===== config.mk =====
export PLATFORM = sky130hd
export DESIGN_NAME = polynomial_multiply_top_flat
export DESIGN_NICKNAME = d
export VERILOG_FILES = /design/src/pm_pkg.sv /design/src/pm_cmd_if.sv /design/src/pm_res_if.sv /design/src/polynomial_multiply_top.sv /design/src/flat_wrapper.sv
export SDC_FILE = /design/constraint.sdc
export NUM_CORES = 2
export LEC_CHECK = 0
export BUFFER_PORTS_ARGS = -buffer_cell sky130_fd_sc_hd__buf_2
export CAP_MARGIN = 0
export CORE_ASPECT_RATIO = 2
export CORE_MARGIN = 8
export CORE_UTILIZATION = 47
export DETAILED_ROUTE_END_ITERATION = 6
export PLACE_DENSITY = 0.65
export SLEW_MARGIN = 40
export SYNTH_ARGS = -nofsm -noshare
export SYNTH_HDL_FRONTEND = slang
export SYNTH_SLANG_ARGS = --single-unit
export TNS_END_PERCENT = 100

===== constraint.sdc =====
create_clock -name clk_i -period 10.67 [get_ports clk_i]
set_input_delay 0.5335 -clock clk_i [delete_from_list [all_inputs] [get_ports clk_i]]
set_output_delay 0.5335 -clock clk_i [all_outputs]
set_load 0.02 [all_outputs]

===== src/pm_pkg.sv =====
package pm_pkg;

  // Operand store span: term_power addresses at most this many entries
  localparam int unsigned POW_W      = 4;
  localparam int unsigned ADDR_SPAN  = 1 << POW_W;
  localparam int unsigned TERMS_DEF  = 16;
  localparam int unsigned COEFF_W    = 32;
  localparam int unsigned RPOW_W     = 5;
  localparam int unsigned FUNC_W     = 2;
  localparam int unsigned PROD_W     = 2 * COEFF_W;
  localparam int unsigned FRAC_W     = 16;
  localparam logic [COEFF_W-1:0] ROUND_BIAS = 32'h0000_8000;

  // Command selector of an input word
  typedef enum logic [FUNC_W-1:0] {
    FUNC_WR_A = 2'd0,
    FUNC_WR_B = 2'd1,
    FUNC_MUL  = 2'd2,
    FUNC_CLR  = 2'd3
  } func_e;

  // Microprogram step addresses
  typedef enum logic [2:0] {
    STEP_IDLE  = 3'd0,
    STEP_KINIT = 3'd1,
    STEP_MAC   = 3'd2,
    STEP_DRAIN = 3'd3,
    STEP_WAIT  = 3'd4,
    STEP_EMIT  = 3'd5
  } step_e;

  // Branch conditions tested by the sequencer
  typedef enum logic [1:0] {
    COND_ALWAYS = 2'd0,
    COND_MUL_GO = 2'd1,
    COND_I_LAST = 2'd2,
    COND_K_LAST = 2'd3
  } cond_e;

  // One control word of the microprogram
  typedef struct packed {
    logic  in_rdy;    // take a command word
    logic  acc_init;  // load rounding bias, set pair index to first pair
    logic  mac;       // multiply pair, accumulate previous product
    logic  drain;     // accumulate the final product
    logic  out_wait;  // hold until the result register is free
    logic  emit;      // load result register, advance power
    cond_e cond;
    step_e next_t;
    step_e next_f;
  } ctrl_t;

  // Microprogram ROM
  function automatic ctrl_t ucode(step_e step);
    ctrl_t w;
    w = '{in_rdy: 1'b0, acc_init: 1'b0, mac: 1'b0, drain: 1'b0, out_wait: 1'b0,
          emit: 1'b0, cond: COND_ALWAYS, next_t: STEP_IDLE, next_f: STEP_IDLE};
    unique case (step)
      STEP_IDLE: begin
        w.in_rdy = 1'b1;
        w.cond   = COND_MUL_GO;
        w.next_t = STEP_KINIT;
        w.next_f = STEP_IDLE;
      end
      STEP_KINIT: begin
        w.acc_init = 1'b1;
        w.next_t   = STEP_MAC;
        w.next_f   = STEP_MAC;
      end
      STEP_MAC: begin
        w.mac    = 1'b1;
        w.cond   = COND_I_LAST;
        w.next_t = STEP_DRAIN;
        w.next_f = STEP_MAC;
      end
      STEP_DRAIN: begin
        w.drain  = 1'b1;
        w.next_t = STEP_WAIT;
        w.next_f = STEP_WAIT;
      end
      STEP_WAIT: begin
        // branch target chosen by result register state in the sequencer
        w.out_wait = 1'b1;
        w.next_t   = STEP_EMIT;
        w.next_f   = STEP_WAIT;
      end
      STEP_EMIT: begin
        w.emit   = 1'b1;
        w.cond   = COND_K_LAST;
        w.next_t = STEP_IDLE;
        w.next_f = STEP_KINIT;
      end
      default: begin
        w.next_t = STEP_IDLE;
        w.next_f = STEP_IDLE;
      end
    endcase
    return w;
  endfunction

endpackage


===== src/pm_cmd_if.sv =====
interface pm_cmd_if;
  logic                               valid;
  logic                               ready;
  logic [pm_pkg::FUNC_W-1:0]          func;
  logic [pm_pkg::POW_W-1:0]           term_power;
  logic signed [pm_pkg::COEFF_W-1:0]  term_coeff;

  modport source (output valid, output func, output term_power, output term_coeff,
                  input ready);
  modport sink   (input valid, input func, input term_power, input term_coeff,
                  output ready);
endinterface


===== src/pm_res_if.sv =====
interface pm_res_if;
  logic                               valid;
  logic                               ready;
  logic [pm_pkg::RPOW_W-1:0]          result_power;
  logic signed [pm_pkg::COEFF_W-1:0]  result_coeff;
  logic                               saturated;
  logic                               last;

  modport source (output valid, output result_power, output result_coeff,
                  output saturated, output last, input ready);
  modport sink   (input valid, input result_power, input result_coeff,
                  input saturated, input last, output ready);
endinterface


===== src/polynomial_multiply_top.sv =====
// Polynomial multiplier over two coefficient stores of E = min(TERMS, 16) signed Q16.16
// entries. A write or clear command word is taken in the idle step and leaves the block
// idle. A multiply word makes the block emit 2*E-1 result words, power 0 up to 2*E-2, the
// last one flagged; each is the exact sum of its Q32.32 pair products, rounded half up to
// Q16.16 and saturated. One multiply-accumulate unit, stepped by a microprogram, handles
// one coefficient pair per cycle; each result power runs the steps KINIT, MAC for each
// pair, DRAIN, WAIT and EMIT, and WAIT holds while the result register is full and not
// taken. No command word is taken while a multiply runs.
module polynomial_multiply_top #(
  parameter int unsigned TERMS = pm_pkg::TERMS_DEF
) (
  input  logic          clk_i,
  input  logic          rst_ni,
  pm_cmd_if.sink        cmd_i,
  pm_res_if.source      res_o
);

  localparam int unsigned E     = (TERMS < pm_pkg::ADDR_SPAN) ? TERMS : pm_pkg::ADDR_SPAN;
  localparam int unsigned IW    = $clog2(E);
  localparam int unsigned KW    = $clog2(2 * E - 1);
  localparam int unsigned ACC_W = pm_pkg::PROD_W + IW + 2;
  localparam int unsigned SAT_LO = pm_pkg::COEFF_W - 1 + pm_pkg::FRAC_W;
  localparam logic [KW-1:0] EM1   = KW'(E - 1);
  localparam logic [KW-1:0] KLAST = KW'(2 * E - 2);

  // Sequencer state
  pm_pkg::step_e step_q, step_d;
  pm_pkg::ctrl_t cw;
  logic          cond_ok;

  // Datapath registers
  logic signed [pm_pkg::COEFF_W-1:0] a_q [E];
  logic signed [pm_pkg::COEFF_W-1:0] b_q [E];
  logic [KW-1:0]                     k_q;
  logic [IW-1:0]                     i_q;
  logic                              prodv_q;
  logic signed [pm_pkg::PROD_W-1:0]  prod_q;
  logic signed [ACC_W-1:0]           acc_q;

  // Result register
  logic                              ovalid_q;
  logic [pm_pkg::RPOW_W-1:0]         opow_q;
  logic signed [pm_pkg::COEFF_W-1:0] ocoeff_q;
  logic                              osat_q;
  logic                              olast_q;

  logic              cmd_acc;
  pm_pkg::func_e     func;
  logic              wr_ok;
  logic [IW-1:0]     wr_idx;
  logic [KW-1:0]     ilo_w;
  logic [KW-1:0]     ihi_w;
  logic [KW-1:0]     j_w;
  logic [IW-1:0]     j_idx;
  logic signed [pm_pkg::PROD_W-1:0] prod_d;
  logic              res_free;
  logic              k_last;
  logic              hi_ones;
  logic              hi_zeros;
  logic              sat_w;
  logic [pm_pkg::COEFF_W-1:0] coeff_w;

  // Command decode
  assign cw       = pm_pkg::ucode(step_q);
  assign cmd_i.ready = cw.in_rdy;
  assign cmd_acc  = cmd_i.valid && cw.in_rdy;
  assign func     = pm_pkg::func_e'(cmd_i.func);
  assign wr_ok    = ({1'b0, cmd_i.term_power} < (pm_pkg::POW_W + 1)'(E));
  assign wr_idx   = cmd_i.term_power[IW-1:0];

  // Pair index range for the current power
  assign ilo_w  = (k_q >= EM1) ? (k_q - EM1) : '0;
  assign ihi_w  = (k_q < EM1) ? k_q : EM1;
  assign j_w    = k_q - KW'(i_q);
  assign j_idx  = j_w[IW-1:0];
  assign prod_d = a_q[i_q] * b_q[j_idx];
  assign k_last = (k_q == KLAST);
  assign res_free = !ovalid_q || res_o.ready;

  // Branch condition select
  always_comb begin
    unique case (cw.cond)
      pm_pkg::COND_ALWAYS: cond_ok = 1'b1;
      pm_pkg::COND_MUL_GO: cond_ok = cmd_acc && (func == pm_pkg::FUNC_MUL);
      pm_pkg::COND_I_LAST: cond_ok = (KW'(i_q) == ihi_w);
      pm_pkg::COND_K_LAST: cond_ok = k_last;
      default:             cond_ok = 1'b0;
    endcase
    if (cw.out_wait) begin
      cond_ok = res_free;
    end
    step_d = cond_ok ? cw.next_t : cw.next_f;
  end

  // Step counter
  always_ff @(posedge clk_i or negedge rst_ni) begin
    if (!rst_ni) begin
      step_q <= pm_pkg::STEP_IDLE;
    end else begin
      step_q <= step_d;
    end
  end

  // Operand stores: writes and clear
  always_ff @(posedge clk_i or negedge rst_ni) begin
    if (!rst_ni) begin
      for (int n = 0; n < E; n++) begin
        a_q[n] <= '0;
        b_q[n] <= '0;
      end
    end else if (cmd_acc) begin
      unique case (func)
        pm_pkg::FUNC_WR_A: if (wr_ok) a_q[wr_idx] <= cmd_i.term_coeff;
        pm_pkg::FUNC_WR_B: if (wr_ok) b_q[wr_idx] <= cmd_i.term_coeff;
        pm_pkg::FUNC_CLR: begin
          for (int n = 0; n < E; n++) begin
            a_q[n] <= '0;
            b_q[n] <= '0;
          end
        end
        pm_pkg::FUNC_MUL: ;
        default: ;
      endcase
    end
  end

  // Power counter, pair index and multiply-accumulate
  always_ff @(posedge clk_i or negedge rst_ni) begin
    if (!rst_ni) begin
      k_q     <= '0;
      i_q     <= '0;
      prodv_q <= 1'b0;
    end else begin
      if (cmd_acc) begin
        k_q <= '0;
      end else if (cw.emit) begin
        k_q <= k_q + KW'(1);
      end
      if (cw.acc_init) begin
        i_q     <= ilo_w[IW-1:0];
        prodv_q <= 1'b0;
      end else if (cw.mac) begin
        i_q     <= i_q + IW'(1);
        prodv_q <= 1'b1;
      end
    end
  end

  always_ff @(posedge clk_i) begin
    if (cw.mac) begin
      prod_q <= prod_d;
    end
    if (cw.acc_init) begin
      acc_q <= ACC_W'(pm_pkg::ROUND_BIAS);
    end else if ((cw.mac && prodv_q) || cw.drain) begin
      acc_q <= acc_q + ACC_W'(prod_q);
    end
  end

  // Round and saturate
  assign hi_ones  = &acc_q[ACC_W-1:SAT_LO];
  assign hi_zeros = ~|acc_q[ACC_W-1:SAT_LO];
  assign sat_w    = !(hi_ones || hi_zeros);
  assign coeff_w  = sat_w ? (acc_q[ACC_W-1] ? 32'h8000_0000 : 32'h7FFF_FFFF)
                          : acc_q[SAT_LO:pm_pkg::FRAC_W];

  // Result register
  always_ff @(posedge clk_i or negedge rst_ni) begin
    if (!rst_ni) begin
      ovalid_q <= 1'b0;
    end else if (cw.emit) begin
      ovalid_q <= 1'b1;
    end else if (res_o.ready) begin
      ovalid_q <= 1'b0;
    end
  end

  always_ff @(posedge clk_i) begin
    if (cw.emit) begin
      opow_q   <= pm_pkg::RPOW_W'(k_q);
      ocoeff_q <= coeff_w;
      osat_q   <= sat_w;
      olast_q  <= k_last;
    end
  end

  assign res_o.valid        = ovalid_q;
  assign res_o.result_power = opow_q;
  assign res_o.result_coeff = ocoeff_q;
  assign res_o.saturated    = osat_q;
  assign res_o.last         = olast_q;

  // Checks
  a_emit_free: assert property (@(posedge clk_i) disable iff (!rst_ni)
    (step_q == pm_pkg::STEP_EMIT) |-> !ovalid_q)
    else $error("result register overwritten");

  a_pair_range: assert property (@(posedge clk_i) disable iff (!rst_ni)
    (step_q == pm_pkg::STEP_MAC) |-> (KW'(i_q) <= ihi_w) && (KW'(i_q) >= ilo_w))
    else $error("pair index out of range");

  a_last_power: assert property (@(posedge clk_i) disable iff (!rst_ni)
    (ovalid_q && olast_q) |-> (opow_q == pm_pkg::RPOW_W'(2 * E - 2)))
    else $error("last flag on wrong power");

  a_mul_start: assert property (@(posedge clk_i) disable iff (!rst_ni)
    (cmd_acc && (func == pm_pkg::FUNC_MUL)) |=> (step_q == pm_pkg::STEP_KINIT) && (k_q == '0))
    else $error("multiply did not start at power zero");

endmodule

===== src/flat_wrapper.sv =====
// flat-port wrapper written by rule: the top's interface ports become plain ports
module polynomial_multiply_top_flat 
#(
  parameter int unsigned TERMS = pm_pkg::TERMS_DEF
)
  (clk_i, rst_ni, cmd_i_valid, cmd_i_func, cmd_i_term_power, cmd_i_term_coeff, cmd_i_ready, res_o_valid, res_o_result_power, res_o_result_coeff, res_o_saturated, res_o_last, res_o_ready);
  pm_cmd_if cmd_i_i ();
  pm_res_if res_o_i ();
  input  logic clk_i;
  input  logic rst_ni;
  input wire logic [$bits(cmd_i_i.valid)-1:0] cmd_i_valid;
  input wire logic [$bits(cmd_i_i.func)-1:0] cmd_i_func;
  input wire logic [$bits(cmd_i_i.term_power)-1:0] cmd_i_term_power;
  input wire logic [$bits(cmd_i_i.term_coeff)-1:0] cmd_i_term_coeff;
  output wire logic [$bits(cmd_i_i.ready)-1:0] cmd_i_ready;
  output wire logic [$bits(res_o_i.valid)-1:0] res_o_valid;
  output wire logic [$bits(res_o_i.result_power)-1:0] res_o_result_power;
  output wire logic [$bits(res_o_i.result_coeff)-1:0] res_o_result_coeff;
  output wire logic [$bits(res_o_i.saturated)-1:0] res_o_saturated;
  output wire logic [$bits(res_o_i.last)-1:0] res_o_last;
  input wire logic [$bits(res_o_i.ready)-1:0] res_o_ready;
  assign cmd_i_i.valid = cmd_i_valid;
  assign cmd_i_i.func = cmd_i_func;
  assign cmd_i_i.term_power = cmd_i_term_power;
  assign cmd_i_i.term_coeff = cmd_i_term_coeff;
  assign cmd_i_ready = cmd_i_i.ready;
  assign res_o_valid = res_o_i.valid;
  assign res_o_result_power = res_o_i.result_power;
  assign res_o_result_coeff = res_o_i.result_coeff;
  assign res_o_saturated = res_o_i.saturated;
  assign res_o_last = res_o_i.last;
  assign res_o_i.ready = res_o_ready;
  polynomial_multiply_top #(.TERMS(TERMS)) u_core (.clk_i(clk_i), .rst_ni(rst_ni), .cmd_i(cmd_i_i), .res_o(res_o_i));
endmodule

==> run_results.csv <==
group,metric,value,unit
synth,netlist-cell-type-count,86,
global_routing,first_global_vias,77090,
timing,fin_setup_tns,0,ns
timing,finalWorstPathRequiredPeriod,10.41,ns
timing,clock.fmax,96.07,MHz
placement,dp.cells,11310,
global_routing,grt_first_pass_wirelength,495.1,mm
pwr,power-per-cell-area,355.9,mW/mm²
cells_and_area,finalNonFillerCells,11530,
synth,mappedNetlistArea,0.09103,mm²
routing,first_iter_violations,5731,
pwr,finalPower,0.03608,W
placement,routabilityCongestion,1.045,
floorplanning,initial_utilization,0.4728,
routing,routed_wirelength,337.6,mm
global_routing,track_usage,0.3197,
pwr,p_int,0.01794,W
timing,report.final.slew_viol_count,0,
pwr,p_sw_frac,0.5027,
status,outcome,"complete, no violations",
synth,synth-seq-area-share,0.3347,
job,max-cap-violations,0,
timing,final.period_utilization,0.9755,
clocking,worst_skew_pair_latency,0.79,ns
cells_and_area,area_growth_syn_to_layout,11.35,%
pwr,clkPwrFrac,0.118,
synth,syn-num-nets,10270,
cells_and_area,layout-drive-gt1-share,0.1287,
pwr,reported_net_switching_power,0.01814,W
pwr,power_frac_seq,0.168,
timing,setup_viol,0,
pwr,power.leakage,47.22,nW
floorplanning,floorplan.io_pins,83,
timing,fin_worst_hold_slack,0.06869,ns
routing,route.detailed.vias_per_inst,6.166,
worst_setup_path,critical_path_peak_fanout,30,
timing,max_slew.worst_pin.slew,0.8629,ns
global_routing,aggregate_global_routing_overflow,0,
global_routing,grt_start_max_net_pins,108,
synth,syn_avg_cell_area,10.25,µm²
worst_setup_path,critPathKind,"reg -> reg",
synth,netlist_instances,8883,
hold_path,min_path_type,"in -> reg",
pwr,irDropWorstVdd,0.2876,mV
clocking,cts.clk_slew.worst_paths,0.08,ns
clocking,clock_path_buffers,3,
routing,drtAntennaViolNets,0,
clocking,cts_max_level,3,
worst_setup_path,worstSetupEndpointType,"flip-flop",
timing,finalHoldViolCount,0,
floorplanning,floorplan.die_area,0.2089,mm²
floorplanning,core-area,0.1926,mm²
routing,dr.pass1.iters,6,
synth,async_reset_ff_frac,0.8571,
clocking,clockRootBuffer,"sky130_fd_sc_hd__clkbuf_16",
routing,avgRoutedWirePerCell,29.28,µm
worst_setup_path,path_delay_family,"adder cells",
routing,remaining_drc_errors,0,
worst_setup_path,cp_data_arrival_time,10.88,ns
timing,slew-limit-headroom,0.4248,
worst_setup_path,crit_path_start_kind,"flip-flop",
clocking,cts_inserted_buffers,106,
synth,synth_enable_flop_cells,103,
cells_and_area,post-route-util,0.5264,
global_routing,antenna_found_initial,17,
worst_setup_path,cpMostUsedCell,"sky130_fd_sc_hd__fa_1",
synth,synth_seq_cells,1211,
timing,rsz0062_at_grt,"true",
cells_and_area,finish.net_count,10290,
timing,final.setup_skew,0.07535,ns
routing,dr_total_vias,71100,
floorplanning,floorplan.die.height,638.4,µm
floorplanning,fp.dieW,327.2,µm
placement,port_buffers,82,
worst_setup_path,crit_buf_inv,10,
pwr,power.share.combinational,0.713,
clocking,tritoncts_clock_tree,"done",
synth,dominantRegCellSynth,"sky130_fd_sc_hd__dfrtp_1",
placement,dp_hpwl,244.4,mm
clocking,cts_sinks,1211,
synth,ys.warnings.count,0,
worst_setup_path,worstPathRequired,11.14,ns
worst_setup_path,cp_slowest_stage_delay,0.77,ns
floorplanning,row_count,228,
worst_setup_path,timing.critical_path.slowest_stage_cell,"sky130_fd_sc_hd__fa_4",
timing repair:
action	4_1_cts	5_1_grt
hold buffers	1	0
endpoints found under the hold margin	56	0
gates resized for setup	0	31
setup endpoints to repair	0	19
setup buffers	0	8
final cells by class:
class / instances / area, µm²
multi-input cells: 5966 / 54920
repair buffers: 553 / 4975
flip-flops and latches: 1211 / 30480
diodes: 13 / 32.53
clock buffers: 149 / 3055
clock inverters: 47 / 739.5
fillers: 17000 / 91190
well taps: 2530 / 3166
inverters: 1062 / 4000
tightest hold or removal path, cell delays in order:
cell and delay, ns:
sky130_fd_sc_hd__buf_2 0.10, sky130_fd_sc_hd__inv_1 0.06, sky130_fd_sc_hd__a21o_1 0.10
sequential cells by signal (all words and copies together) (netlist names):
signal                     cells
u_core.a_q                   512
u_core.acc_q                  70
u_core.b_q                   512
u_core.i_q                     4
u_core.k_q                     5
u_core.prod_q                 64
u_core.prodv_q                 1
u_core.res_o.last              1
u_core.res_o.result_coeff     32
u_core.res_o.result_power      5
u_core.res_o.saturated         1
u_core.res_o.valid             1
u_core.step_q                  3
power groups by stage:
stage / Clock (W) / Combinational, W / Sequential [W]
2_1_floorplan: 0 / 0.0151 / 0.00603
3_3_place_gp: 0 / 0.0246 / 0.00612
3_5_place_dp: 0 / 0.0251 / 0.00616
4_1_cts: 0.00431 / 0.0252 / 0.00607
5_1_grt: 0.00446 / 0.0277 / 0.00613
6_report: 0.00427 / 0.0257 / 0.00608
kinds of logic (layout without fill, tap and decap cells):
| group | count (synthesis) | after routing | share of synthesized area |
|---|---|---|---|
| xor gates and xnor gates | 134 | 134 | 0.01289 |
| DFF | 1211 | 1211 | 0.3347 |
| and+or+nand+nor | 2269 | 2269 | 0.1039 |
| AOI/OAI and AO/OA | 1876 | 1876 | 0.1362 |
| buffers and inverters | 1706 | 1811 | 0.07191 |
| adders and majority gates | 1347 | 1347 | 0.2745 |
| other | 0 | 13 | 0 |
| muxes | 340 | 340 | 0.06586 |
worst paths after layout:
check                           startpoint            endpoint  slack [ns]  cells past startpoint
max                          u_core.k_q[0]   u_core.prod_q[60]        0.26                     36
min                            res_o_ready  u_core.res_o.valid        0.07                      3
max reg2reg                  u_core.k_q[0]   u_core.prod_q[60]        0.26                     36
min reg2reg                u_core.acc_q[5]     u_core.acc_q[5]        0.46                      2
max in group asynchronous           rst_ni     u_core.b_q[396]        7.88                      6
min in group asynchronous           rst_ni     u_core.b_q[412]        0.27                      2
cell usage in the layout, fill, tap and decap left out, types with 81 or more instances in the layout:
cell type and n:
sky130_fd_sc_hd__a21o_1 113, sky130_fd_sc_hd__a21oi_1 248, sky130_fd_sc_hd__a22o_1 514, sky130_fd_sc_hd__buf_2 81, sky130_fd_sc_hd__buf_4 382, sky130_fd_sc_hd__clkbuf_16 107, sky130_fd_sc_hd__dfrtp_1 1034, sky130_fd_sc_hd__edfxtp_1 103
sky130_fd_sc_hd__fa_1 1082, sky130_fd_sc_hd__ha_1 261, sky130_fd_sc_hd__inv_1 1052, sky130_fd_sc_hd__mux2i_1 104, sky130_fd_sc_hd__mux4_2 204, sky130_fd_sc_hd__nand2_1 1329, sky130_fd_sc_hd__nor2_1 533, sky130_fd_sc_hd__o21ai_0 671
sky130_fd_sc_hd__xnor2_1 94
Yosys cell counts, drive strengths merged (34+ instances only):
cell | n | area share
nand2 | 1330 | 0.055
nor2b | 53 | 0.0036
dfrtp | 1038 | 0.29
buf | 132 | 0.0070
nand4 | 34 | 0.0023
nor2 | 540 | 0.022
nor3 | 42 | 0.0023
o21ai | 732 | 0.040
o21a | 36 | 0.0030
fa | 1084 | 0.24
and2 | 72 | 0.0050
inv | 1057 | 0.044
ha | 263 | 0.036
mux4 | 204 | 0.050
a22o | 514 | 0.049
a21oi | 265 | 0.015
a21o | 117 | 0.0097
nand3 | 47 | 0.0026
xnor2 | 95 | 0.0091
xor2 | 39 | 0.0038
clkbuf | 512 | 0.021
mux2i | 104 | 0.011
dfxtp | 70 | 0.015
nand2b | 73 | 0.0050
edfxtp | 103 | 0.034
stage by stage:
stage / area, µm² / setup WS (ns)
after floorplan: 91030 / 0.4619
after global placement: 97000 / 0.1558
after detailed placement: 97240 / 0.09607
after CTS: 101000 / 0.04695
after global routing: 101300 / 0.001354
final: 101400 / 0.2612
layer usage:
layer | track usage | share of wire | vias to the layer above | wire, µm
met3 | 0.06706 | 0.077 | 1638 | 25940
met1 | 0.3110 | 0.30 | 36340 | 102100
met4 | 0.3096 | 0.12 | 10 | 40750
li1 | - | - | 29260 | -
met5 | 0 | 0.00018 | - | 61
met2 | 0.5543 | 0.50 | 3852 | 168800
Note: power is estimated with default switching activity, not from simulation.
